--- config.mk ---
export PLATFORM = sky130hd
export DESIGN_NAME = token_bucket_rate_limiter_top
export DESIGN_NICKNAME = d
export VERILOG_FILES = /design/src/sv/tbrl_pkg.sv /design/src/sv/token_bucket_rate_limiter_top.sv /design/src/sv/tbrl_ctrl.sv /design/src/sv/tbrl_datapath.sv
export SDC_FILE = /design/constraint.sdc
export NUM_CORES = 2
export LEC_CHECK = 0
export BUFFER_PORTS_ARGS = -buffer_cell sky130_fd_sc_hd__buf_4
export CAP_MARGIN = 20
export CORE_UTILIZATION = 66
export CTS_CLUSTER_SIZE = 25
export DETAILED_ROUTE_END_ITERATION = 16
export PLACE_DENSITY = 0.87
export SLEW_MARGIN = 10
export SYNTH_ARGS = -nofsm -noshare
export SYNTH_HDL_FRONTEND = slang
export SYNTH_SLANG_ARGS = --single-unit
--- constraint.sdc ---
create_clock -name clk_i -period 9.9 [get_ports clk_i]
set_input_delay 0.99 -clock clk_i [delete_from_list [all_inputs] [get_ports clk_i]]
set_output_delay 0.99 -clock clk_i [all_outputs]
set_load 0.005 [all_outputs]
--- src/sv/tbrl_pkg.sv ---
// Shared types and constants of the token bucket rate limiter.
// No dependencies; used by controller, datapath and top level.
`default_nettype none

package tbrl_pkg;

  localparam int unsigned FRACTION_BITS_DEF = 24;
  localparam int unsigned BURST_BITS_DEF    = 16;

  localparam int unsigned OP_W      = 3;
  localparam int unsigned TOKEN_W   = 16;
  localparam int unsigned ELAPSED_W = 24;
  localparam int unsigned RATE_W    = 32;
  localparam int unsigned WAIT_W    = 32;
  localparam int unsigned CFG_IDX_W = 2;
  localparam int unsigned CFG_DAT_W = 32;

  localparam logic [CFG_IDX_W-1:0] REG_REFILL_PER_US = 2'd0;
  localparam logic [CFG_IDX_W-1:0] REG_MAX_BURST     = 2'd1;

  typedef enum logic [OP_W-1:0] {
    OP_REFILL  = 3'd0,
    OP_TAKE    = 3'd1,
    OP_CONSUME = 3'd2,
    OP_WAIT    = 3'd3,
    OP_RESTART = 3'd4
  } op_e;

  typedef enum logic [1:0] {
    S_IDLE,
    S_PREP,
    S_DIV,
    S_DONE
  } state_e;

  typedef struct packed {
    logic load;
    logic prep;
    logic div_step;
    logic commit;
  } cmd_t;

  typedef struct packed {
    logic need_div;
    logic div_last;
  } status_t;

endpackage

`default_nettype wire

--- src/sv/token_bucket_rate_limiter_top.sv ---
// Flow: an accepted word is loaded, then prepared; a wait query that is short of
// tokens with a nonzero rate then runs the restoring divider, one quotient bit a
// cycle. The result is then committed to the output register once that is free.
// One word is in flight at a time: a new word is taken only after the last result
// is committed, but a new word is taken while a result waits. Reset (async, active low): level one
// whole token, refill rate 0, max burst 1.
`default_nettype none

module token_bucket_rate_limiter_top #(
  parameter int unsigned FRACTION_BITS = tbrl_pkg::FRACTION_BITS_DEF,
  parameter int unsigned BURST_BITS    = tbrl_pkg::BURST_BITS_DEF
) (
  input  wire logic                            clk_i,
  input  wire logic                            rst_ni,
  input  wire logic                            in_valid_i,
  output logic                                 in_stall_o,
  input  wire logic [tbrl_pkg::OP_W-1:0]       operation_i,
  input  wire logic [tbrl_pkg::TOKEN_W-1:0]    token_count_i,
  input  wire logic [tbrl_pkg::ELAPSED_W-1:0]  elapsed_us_i,
  output logic                                 out_valid_o,
  input  wire logic                            out_stall_i,
  output logic                                 granted_o,
  output logic [tbrl_pkg::TOKEN_W-1:0]         available_o,
  output logic [tbrl_pkg::WAIT_W-1:0]          wait_us_o,
  output logic                                 wait_unbounded_o,
  input  wire logic                            cfg_valid_i,
  output logic                                 cfg_ready_o,
  input  wire logic [tbrl_pkg::CFG_IDX_W-1:0]  cfg_index_i,
  input  wire logic [tbrl_pkg::CFG_DAT_W-1:0]  cfg_data_i
);

  tbrl_pkg::cmd_t    cmd;
  tbrl_pkg::status_t status;

  assign cfg_ready_o = 1'b1;

  tbrl_ctrl u_ctrl (
    .clk_i       (clk_i),
    .rst_ni      (rst_ni),
    .in_valid_i  (in_valid_i),
    .in_stall_o  (in_stall_o),
    .out_valid_o (out_valid_o),
    .out_stall_i (out_stall_i),
    .status_i    (status),
    .cmd_o       (cmd)
  );

  tbrl_datapath #(
    .FRACTION_BITS (FRACTION_BITS),
    .BURST_BITS    (BURST_BITS)
  ) u_datapath (
    .clk_i            (clk_i),
    .rst_ni           (rst_ni),
    .cmd_i            (cmd),
    .status_o         (status),
    .cfg_we_i         (cfg_valid_i && cfg_ready_o),
    .cfg_index_i      (cfg_index_i),
    .cfg_data_i       (cfg_data_i),
    .operation_i      (operation_i),
    .token_count_i    (token_count_i),
    .elapsed_us_i     (elapsed_us_i),
    .granted_o        (granted_o),
    .available_o      (available_o),
    .wait_us_o        (wait_us_o),
    .wait_unbounded_o (wait_unbounded_o)
  );

endmodule

`default_nettype wire

--- src/sv/tbrl_ctrl.sv ---
// Controller state machine of the token bucket rate limiter.
// Depends on tbrl_pkg; drives the datapath through cmd_t, reads status_t.
`default_nettype none

module tbrl_ctrl (
  input  wire logic              clk_i,
  input  wire logic              rst_ni,
  input  wire logic              in_valid_i,
  output logic                   in_stall_o,
  output logic                   out_valid_o,
  input  wire logic              out_stall_i,
  input  wire tbrl_pkg::status_t status_i,
  output tbrl_pkg::cmd_t         cmd_o
);

  tbrl_pkg::state_e state_q, state_d;
  logic             out_valid_q, out_valid_d;
  logic             out_free;

  assign out_free = !out_valid_q || !out_stall_i;

  always_ff @(posedge clk_i or negedge rst_ni) begin
    if (!rst_ni) begin
      state_q     <= tbrl_pkg::S_IDLE;
      out_valid_q <= 1'b0;
    end else begin
      state_q     <= state_d;
      out_valid_q <= out_valid_d;
    end
  end

  always_comb begin
    state_d      = state_q;
    cmd_o        = '0;
    in_stall_o   = 1'b1;
    out_valid_d  = out_valid_q && out_stall_i;
    case (state_q)
      tbrl_pkg::S_IDLE: begin
        in_stall_o = 1'b0;
        if (in_valid_i) begin
          cmd_o.load = 1'b1;
          state_d    = tbrl_pkg::S_PREP;
        end
      end
      tbrl_pkg::S_PREP: begin
        cmd_o.prep = 1'b1;
        state_d    = status_i.need_div ? tbrl_pkg::S_DIV : tbrl_pkg::S_DONE;
      end
      tbrl_pkg::S_DIV: begin
        cmd_o.div_step = 1'b1;
        if (status_i.div_last) begin
          state_d = tbrl_pkg::S_DONE;
        end
      end
      tbrl_pkg::S_DONE: begin
        // hold the result until the output register frees up
        if (out_free) begin
          cmd_o.commit = 1'b1;
          out_valid_d  = 1'b1;
          state_d      = tbrl_pkg::S_IDLE;
        end
      end
      default: begin
        state_d = tbrl_pkg::S_IDLE;
      end
    endcase
  end

  assign out_valid_o = out_valid_q;

endmodule

`default_nettype wire

--- src/sv/tbrl_datapath.sv ---
// Datapath of the token bucket rate limiter: level, config registers,
// refill multiplier, restoring divider and output register. Uses tbrl_pkg.
`default_nettype none

module tbrl_datapath #(
  parameter int unsigned FRACTION_BITS = tbrl_pkg::FRACTION_BITS_DEF,
  parameter int unsigned BURST_BITS    = tbrl_pkg::BURST_BITS_DEF
) (
  input  wire logic                               clk_i,
  input  wire logic                               rst_ni,
  input  wire tbrl_pkg::cmd_t                     cmd_i,
  output tbrl_pkg::status_t                       status_o,
  input  wire logic                               cfg_we_i,
  input  wire logic [tbrl_pkg::CFG_IDX_W-1:0]     cfg_index_i,
  input  wire logic [tbrl_pkg::CFG_DAT_W-1:0]     cfg_data_i,
  input  wire logic [tbrl_pkg::OP_W-1:0]          operation_i,
  input  wire logic [tbrl_pkg::TOKEN_W-1:0]       token_count_i,
  input  wire logic [tbrl_pkg::ELAPSED_W-1:0]     elapsed_us_i,
  output logic                                    granted_o,
  output logic [tbrl_pkg::TOKEN_W-1:0]            available_o,
  output logic [tbrl_pkg::WAIT_W-1:0]             wait_us_o,
  output logic                                    wait_unbounded_o
);

  localparam int unsigned LW   = BURST_BITS + FRACTION_BITS;
  localparam int unsigned NW   = tbrl_pkg::TOKEN_W + FRACTION_BITS;
  localparam int unsigned CW   = (LW > NW) ? LW : NW;
  localparam int unsigned PW   = tbrl_pkg::ELAPSED_W + tbrl_pkg::RATE_W;
  localparam int unsigned SW   = ((LW > PW) ? LW : PW) + 1;
  localparam int unsigned CNTW = $clog2(NW + 1);
  localparam int unsigned RW   = tbrl_pkg::RATE_W;

  localparam logic [LW-1:0] ONE_TOKEN = LW'(1) << FRACTION_BITS;
  localparam logic [32:0]   BURST_LIM = (33'd1 << BURST_BITS) - 33'd1;

  logic [RW-1:0]                   rate_q;
  logic [tbrl_pkg::TOKEN_W-1:0]    burst_q;
  logic [LW-1:0]                   level_q;
  tbrl_pkg::op_e                   op_q;
  logic [tbrl_pkg::TOKEN_W-1:0]    n_q;
  logic [tbrl_pkg::ELAPSED_W-1:0]  el_q;
  logic [PW-1:0]                   prod_q;
  logic                            short_q;
  logic [NW-1:0]                   quot_q;
  logic [RW-1:0]                   rem_q;
  logic [CNTW-1:0]                 cnt_q;
  logic                            granted_q;
  logic [tbrl_pkg::TOKEN_W-1:0]    avail_q;
  logic [tbrl_pkg::WAIT_W-1:0]     wait_q;
  logic                            unb_q;

  logic [32:0]    mb_sat;
  logic [LW-1:0]  cap;
  logic [NW-1:0]  need;
  logic [CW-1:0]  need_c, lvl_c;
  logic           need_gt;
  logic [NW-1:0]  deficit;
  logic [SW-1:0]  sum;
  logic [RW:0]    rem_sh;
  logic           q_bit;
  logic [NW:0]    q_ceil;
  logic [LW-1:0]  level_d;
  logic           granted_d;
  logic [tbrl_pkg::WAIT_W-1:0] wait_d;
  logic           unb_d;

  // burst limit: zero counts as one, saturate at the level's integer range
  always_comb begin
    mb_sat = 33'(burst_q);
    if (mb_sat == 33'd0) begin
      mb_sat = 33'd1;
    end
    if (mb_sat > BURST_LIM) begin
      mb_sat = BURST_LIM;
    end
  end

  assign cap     = {mb_sat[BURST_BITS-1:0], {FRACTION_BITS{1'b0}}};
  assign need    = {n_q, {FRACTION_BITS{1'b0}}};
  assign need_c  = CW'(need);
  assign lvl_c   = CW'(level_q);
  assign need_gt = need_c > lvl_c;
  assign deficit = NW'(need_c - lvl_c);
  assign sum     = SW'(level_q) + SW'(prod_q);

  // one restoring step per cycle
  assign rem_sh = {rem_q, quot_q[NW-1]};
  assign q_bit  = rem_sh >= {1'b0, rate_q};

  assign q_ceil = {1'b0, quot_q} + (NW+1)'(rem_q != '0);

  assign status_o.need_div = (op_q == tbrl_pkg::OP_WAIT) && need_gt && (rate_q != '0);
  assign status_o.div_last = cnt_q == CNTW'(1);

  always_comb begin
    level_d   = level_q;
    granted_d = 1'b0;
    wait_d    = '0;
    unb_d     = 1'b0;
    case (op_q)
      tbrl_pkg::OP_REFILL: begin
        level_d = (sum > SW'(cap)) ? cap : LW'(sum);
      end
      tbrl_pkg::OP_TAKE: begin
        if (level_q >= ONE_TOKEN) begin
          level_d   = level_q - ONE_TOKEN;
          granted_d = 1'b1;
        end
      end
      tbrl_pkg::OP_CONSUME: begin
        level_d = need_gt ? '0 : LW'(lvl_c - need_c);
      end
      tbrl_pkg::OP_WAIT: begin
        if (short_q) begin
          if (rate_q == '0) begin
            unb_d  = 1'b1;
            wait_d = '1;
          end else if ((q_ceil >> tbrl_pkg::WAIT_W) != '0) begin
            wait_d = '1;
          end else begin
            wait_d = tbrl_pkg::WAIT_W'(q_ceil);
          end
        end
      end
      tbrl_pkg::OP_RESTART: begin
        level_d = cap;
      end
      default: begin
        level_d = level_q;
      end
    endcase
  end

  always_ff @(posedge clk_i or negedge rst_ni) begin
    if (!rst_ni) begin
      rate_q  <= '0;
      burst_q <= tbrl_pkg::TOKEN_W'(1);
      level_q <= ONE_TOKEN;
    end else begin
      if (cfg_we_i) begin
        case (cfg_index_i)
          tbrl_pkg::REG_REFILL_PER_US: rate_q  <= cfg_data_i;
          tbrl_pkg::REG_MAX_BURST:     burst_q <= cfg_data_i[tbrl_pkg::TOKEN_W-1:0];
          default: begin
            // drop writes outside the register list
          end
        endcase
      end
      if (cmd_i.commit) begin
        level_q <= level_d;
      end
    end
  end

  always_ff @(posedge clk_i) begin
    if (cmd_i.load) begin
      op_q <= tbrl_pkg::op_e'(operation_i);
      n_q  <= token_count_i;
      el_q <= elapsed_us_i;
    end
    if (cmd_i.prep) begin
      prod_q  <= PW'(el_q) * PW'(rate_q);
      short_q <= need_gt;
      quot_q  <= deficit;
      rem_q   <= '0;
      cnt_q   <= CNTW'(NW);
    end
    if (cmd_i.div_step) begin
      quot_q <= {quot_q[NW-2:0], q_bit};
      rem_q  <= q_bit ? RW'(rem_sh - {1'b0, rate_q}) : rem_sh[RW-1:0];
      cnt_q  <= cnt_q - CNTW'(1);
    end
    if (cmd_i.commit) begin
      granted_q <= granted_d;
      avail_q   <= tbrl_pkg::TOKEN_W'(level_d[LW-1:FRACTION_BITS]);
      wait_q    <= wait_d;
      unb_q     <= unb_d;
    end
  end

  assign granted_o        = granted_q;
  assign available_o      = avail_q;
  assign wait_us_o        = wait_q;
  assign wait_unbounded_o = unb_q;

endmodule

`default_nettype wire

# Word level (Yosys, flattened, before mapping)
# Index checks and enable logic that the tools add are counted.
# Widths: inputs -> output; s select.
# classes
add_sub_neg,7
n_mul,1
magnitude_cmp,5
n_eq_ne,13
muxes,31
n_reduce_logical,21
# ops
operator,count
$mux 40,5
$mux 32,5
$pmux 40 s4,1
$sub 40x40->40,2
$reduce_bool 32->1,2
$add 40x56->57,1
$gt 57x40->1,1
$mul 24x32->56,1
$add 40x1->41,1
$reduce_bool 41->1,1
$ge 40x25->1 const B,1
$gt 40x40->1,1
$sub 40x25->40 const B,1
$ge 33x32->1,1
$logic_not 32->1,1
$mux 16,2
$sub 32x32->32,1
$gt 16x16->1 const B,1
$logic_not 16->1,1
$mux 1,12
$mux 6,2
$pmux 2 s4,1
$eq 3x2->1 const B,2
$eq 6x1->1 const B,1
other kinds (17),30
# totals
ff_bits,319
input_bits,82
elab_cells,96

# Logic depth before layout (Yosys ltp)
# depth
ltp_word,7
mapped_depth,29

# By module
# A second synthesis with hierarchy kept.
# hier_totals
cells_unflattened,4858
hier_area_um2,44986.9
# by_module_without_submodules
module,instances,cells_each,area_per_inst_um2,seq_area_each_um2
tbrl_datapath,1,4835,44736.7,9051.2
tbrl_ctrl,1,21,239.0,75.1
token_bucket_rate_limiter_top,1,2,11.3,0.0

# Worst setup path before layout
# Ideal clock, no wire load.
# synth_timing
path_type,flip-flop to flip-flop
startpoint,reg u_datapath.rate_q[14]
endpoint,reg u_datapath.prod_q[55] (data pin)
arrival_time_ns,7.219
required_ns,9.640
slack_ns,2.421
stages_incl_launch_ff,27
n_path_buf,1
path_cell_list,dfrtp_1 -> clkbuf_1 -> nand2_1 -> fa_1 -> inv_1 -> fa_1 -> fa_1 -> fa_1 -> fa_1 -> fa_1 -> inv_1 -> fa_1 -> inv_1 -> ha_1 -> a21o_1 -> a21o_1 -> a21o_1 -> a221o_1 -> a21o_1 -> a21o_1 -> and2_1 -> a311oi_1 -> o21ai_0 -> a31oi_1 -> o21ai_0 -> a21oi_1 -> xnor2_1
# synth_between
elab_chain_cells,1
# synth_lines
element,line_no,source
"start, declared",tbrl_datapath.sv:36,logic [RW-1:0] rate_q;
"start signal, assigned",tbrl_datapath.sv:142,tbrl_pkg::REG_REFILL_PER_US: rate_q <= cfg_data_i;
$mul 24x32->56,tbrl_datapath.sv:162,prod_q <= PW'(el_q) * PW'(rate_q);
"end signal, assigned",tbrl_datapath.sv:162,
"end, declared",tbrl_datapath.sv:42,logic [PW-1:0] prod_q;
# Every way passes these cells.
# A chain may end at the register's enable or synchronous reset.

# Worst setup path after layout
# layout_timing
startpoint,reg u_datapath.rate_q[13]
endpoint,reg u_datapath.prod_q[55] (data pin)
# The elaborated chain is that of the path after synthesis.

==> impl_metrics.yaml <==
worst_setup_path:
  endpoint_required_time_on_the_critical_path_ns: 10.24
  critical-path-max-stage-delay_ns: 1.15
  cpMostUsedCell: "sky130_fd_sc_hd__fa_1"
  worstPathArrival_ns: 9.23
  crit_slowest_cell: "sky130_fd_sc_hd__dfrtp_1"
  setup_crit_end_kind: "flip-flop"
  cp-start-kind: "flip-flop"
  path_class: "flip-flop to flip-flop"
  critical_path_peak_fanout: 26
timing:
  finalCriticalPeriod_ns: 8.90
  slew-limit-headroom_pct: 15.7
  fmax_ghz: 0.112
  period_share_pct: 89.9
  post_route_skew_ns: 0.0541
  setup_tns_ns: 0
  timing_worst_slew_pin_value_ns: 1.26
  finalMaxSlewViolations: 0
  finalHoldViolCount: 0
  unrepaired_setup_endpoints_after_global_routing: "no"
  setup_viol: 0
layout:
  flow.area_growth_from_synthesis_pct: 7.46
  layout.filler_cells: 4742
  seqCellArea_um2: 9130
  nets: 5964
  multi_input_comb_area_um2: 31700
  post_route_cells_drive_above_1_share_pct: 6.52
global_route:
  grt_overflow: 0
  grt_max_degree: 97
  grt_first_pass_wirelength_mm: 202
  first_global_vias: 37300
  gr-usage-all-layers_pct: 38.1
  grt_antenna_before_repair: 2
clock_network:
  clock_insertion_delay_worst_skew_ns: 0.62
  cts_buffers: 39
  cts_setup_buffers: 0
  hold_buffers: 0
  ctsHtreeMaxLevel: 2
  cts.sink_count: 319
  cts_root_buffer: "sky130_fd_sc_hd__clkbuf_16"
  post_cts_resize_count: 0
  cts.reportedPaths.clkPinSlew_ns: 0.06
  cts_tree: "built"
  cts-root-to-sink-buffers: 3
floorplanning:
  chipHeight_um: 263
  placement_row_count: 95
  core-area_um2: 67200
  design.portCount: 135
  die_width_um: 263
  initial_utilization_pct: 66.8
  die_area_um2: 69000
synthesis:
  synth_ff_type: "sky130_fd_sc_hd__edfxtp_1"
  cell_variety_after_synth: 86
  synth.top_cells.by_area: "sky130_fd_sc_hd__fa_1, sky130_fd_sc_hd__edfxtp_1, sky130_fd_sc_hd__ha_1, sky130_fd_sc_hd__inv_1, sky130_fd_sc_hd__and2_1"
  synth_top_cell_area_share_pct: 29.5
  synthesis.area_per_instance_um2: 9.18
  syn-instance-count: 4883
  post-synth-top-area-cell: "sky130_fd_sc_hd__fa_1"
  yosysMostFrequentCell: "sky130_fd_sc_hd__inv_1"
  ys_seq_area_share_pct: 20.4
  synth_area_um2: 44800
  fraction_of_registers_with_async_set_reset_pct: 28.5
  netlist_top_cells_count: "sky130_fd_sc_hd__inv_1, sky130_fd_sc_hd__fa_1, sky130_fd_sc_hd__nand2_1"
  synth-seq-cells: 319
  synth_nets: 5938
  synth-warning-count: 0
  synth-edff-count: 228
placement:
  placement.io_buffers: 133
  detailed_placement_wirelength_estimate_mm: 99.7
  gpl.final_weighted_congestion: 1.00
route:
  routed_wirelength_mm: 130
  drt-initial-drc-count: 3621
  remaining_drc_errors: 0
  wl_met1_mm: 46.9
  detail-route-antenna-nets: 0
  route.met2.wl_mm: 60.6
  dr.pass1.iters: 6
  vias_per_cell: 6.17
  detail_route.wl_per_cell_um: 22.4
  top_layer: "met4"
  dr_total_vias: 35900
  route.met3.wl_mm: 13.0
status:
  run_status: "finished, final reports clean"
run:
  cap_violations: 0
worst_hold_path:
  worst_hold_path_type: "primary input to asynchronous set/reset pin"
## cells in the final DEF, fill, tap and decap left out, types with 26 or more instances in the layout
master and count:
sky130_fd_sc_hd__a211oi_1 28, sky130_fd_sc_hd__a21o_1 79, sky130_fd_sc_hd__a21oi_1 204, sky130_fd_sc_hd__and2_1 427, sky130_fd_sc_hd__buf_4 188, sky130_fd_sc_hd__clkbuf_16 45
sky130_fd_sc_hd__dfrtp_1 89, sky130_fd_sc_hd__edfxtp_1 228, sky130_fd_sc_hd__fa_1 661, sky130_fd_sc_hd__ha_1 309, sky130_fd_sc_hd__inv_1 864, sky130_fd_sc_hd__nand2_1 619
sky130_fd_sc_hd__nand2b_1 31, sky130_fd_sc_hd__nand3_1 53, sky130_fd_sc_hd__nand4_1 51, sky130_fd_sc_hd__nor2_1 146, sky130_fd_sc_hd__nor3_1 52, sky130_fd_sc_hd__nor4_1 35
sky130_fd_sc_hd__o21a_1 26, sky130_fd_sc_hd__o21ai_0 205, sky130_fd_sc_hd__xnor2_1 112, sky130_fd_sc_hd__xor2_1 80
## layout make-up
| class | count | share of cell area (%) |
|---|---|---|
| Tap cell | 873 | 2.27 |
| Clock buffer | 52 | 2.37 |
| Timing Repair Buffer | 203 | 3.67 |
| Clock inverter | 16 | 0.273 |
| Multi-Input combinational cell | 3480 | 65.7 |
| Inverter | 866 | 6.75 |
| Antenna cell | 3 | 0.0156 |
| Sequential cell | 319 | 18.9 |
## per-layer routing
| layer | up-vias | GRT usage, % |
|---|---|---|
| met5 | - | 0 |
| met4 | 0 | 23.4 |
| met3 | 601 | 7.83 |
| met2 | 2080 | 61.6 |
| met1 | 17500 | 47.1 |
| li1 | 15700 | - |
## through the flow
| step | setup slack, ns | utilization [%] | hold WS (ns) | instance area (µm²) | std cells |
|---|---|---|---|---|---|
| 2_1_floorplan | 2.42 | - | 0.503 | 44800 | 4883 |
| 3_3_place_gp | 1.34 | 69.3 | 0.513 | 46500 | 5726 |
| 3_5_place_dp | 1.20 | 69.4 | 0.524 | 46600 | 5729 |
| 4_1_cts | 1.16 | 71.3 | 0.311 | 47900 | 5797 |
| 5_1_grt | 0.655 | 71.7 | 0.339 | 48200 | 5809 |
| 6_report | 1.00 | 71.7 | 0.311 | 48200 | 5812 |
## state kept, by name, indices dropped and copies added (netlist names)
signal and flops:
u_datapath.op_q 3, u_datapath.level_q 40, u_datapath.quot_q 40, u_datapath.wait_unbounded_o 1
u_datapath.wait_us_o 32, u_datapath.burst_q 16, u_datapath.short_q 1, u_datapath.rem_q 32
u_datapath.prod_q 56, u_datapath.rate_q 32, u_ctrl.out_valid_o 1, u_ctrl.state_q 2
u_datapath.el_q 24, u_datapath.available_o 16, u_datapath.n_q 16, u_datapath.granted_o 1
u_datapath.cnt_q 6
## final timing paths
| kind | end | slack, ns | depth (start not counted) | start |
|---|---|---|---|---|
| min in group clk_i | u_ctrl.out_valid_o | 0.54 | 2 | u_ctrl.out_valid_o |
| max | u_datapath.prod_q[55] | 1.00 | 27 | u_datapath.rate_q[13] |
| max in group asynchronous | u_datapath.level_q[4] | 8.31 | 2 | rst_ni |
| max reg2reg | u_datapath.prod_q[55] | 1.00 | 27 | u_datapath.rate_q[13] |
| min reg2reg | u_ctrl.out_valid_o | 0.54 | 2 | u_ctrl.out_valid_o |
| min | u_datapath.rate_q[21] | 0.31 | 1 | rst_ni |
## worst max-delay path: cells and delay by family (launching register included)
| family | cells | cell delay (ns) |
|---|---|---|
| AOI/OAI and AO/OA | 12 | 2.84 |
| buffers and inverters | 5 | 0.29 |
| DFF | 1 | 1.15 |
| and+or+nand+nor | 1 | 0.20 |
| xor gates and xnor gates | 1 | 0.08 |
| adders and majority gates | 8 | 4.05 |
## cell families after synthesis
kind of cell	Yosys count	synth area share, %
AND/OR/NAND/NOR	1520	16.9
buffers and inverters	1084	9.12
adder cells (fa/ha/maj)	973	38.2
AO/OA/AOI/OAI	749	10.6
flip-flops	319	20.4
XOR/XNOR	192	3.75
multiplexers	45	1.08
other	1	0.00836
Power is not shown: default switching activity piles up to over one toggle a cycle in this logic, so the estimate is an artifact.
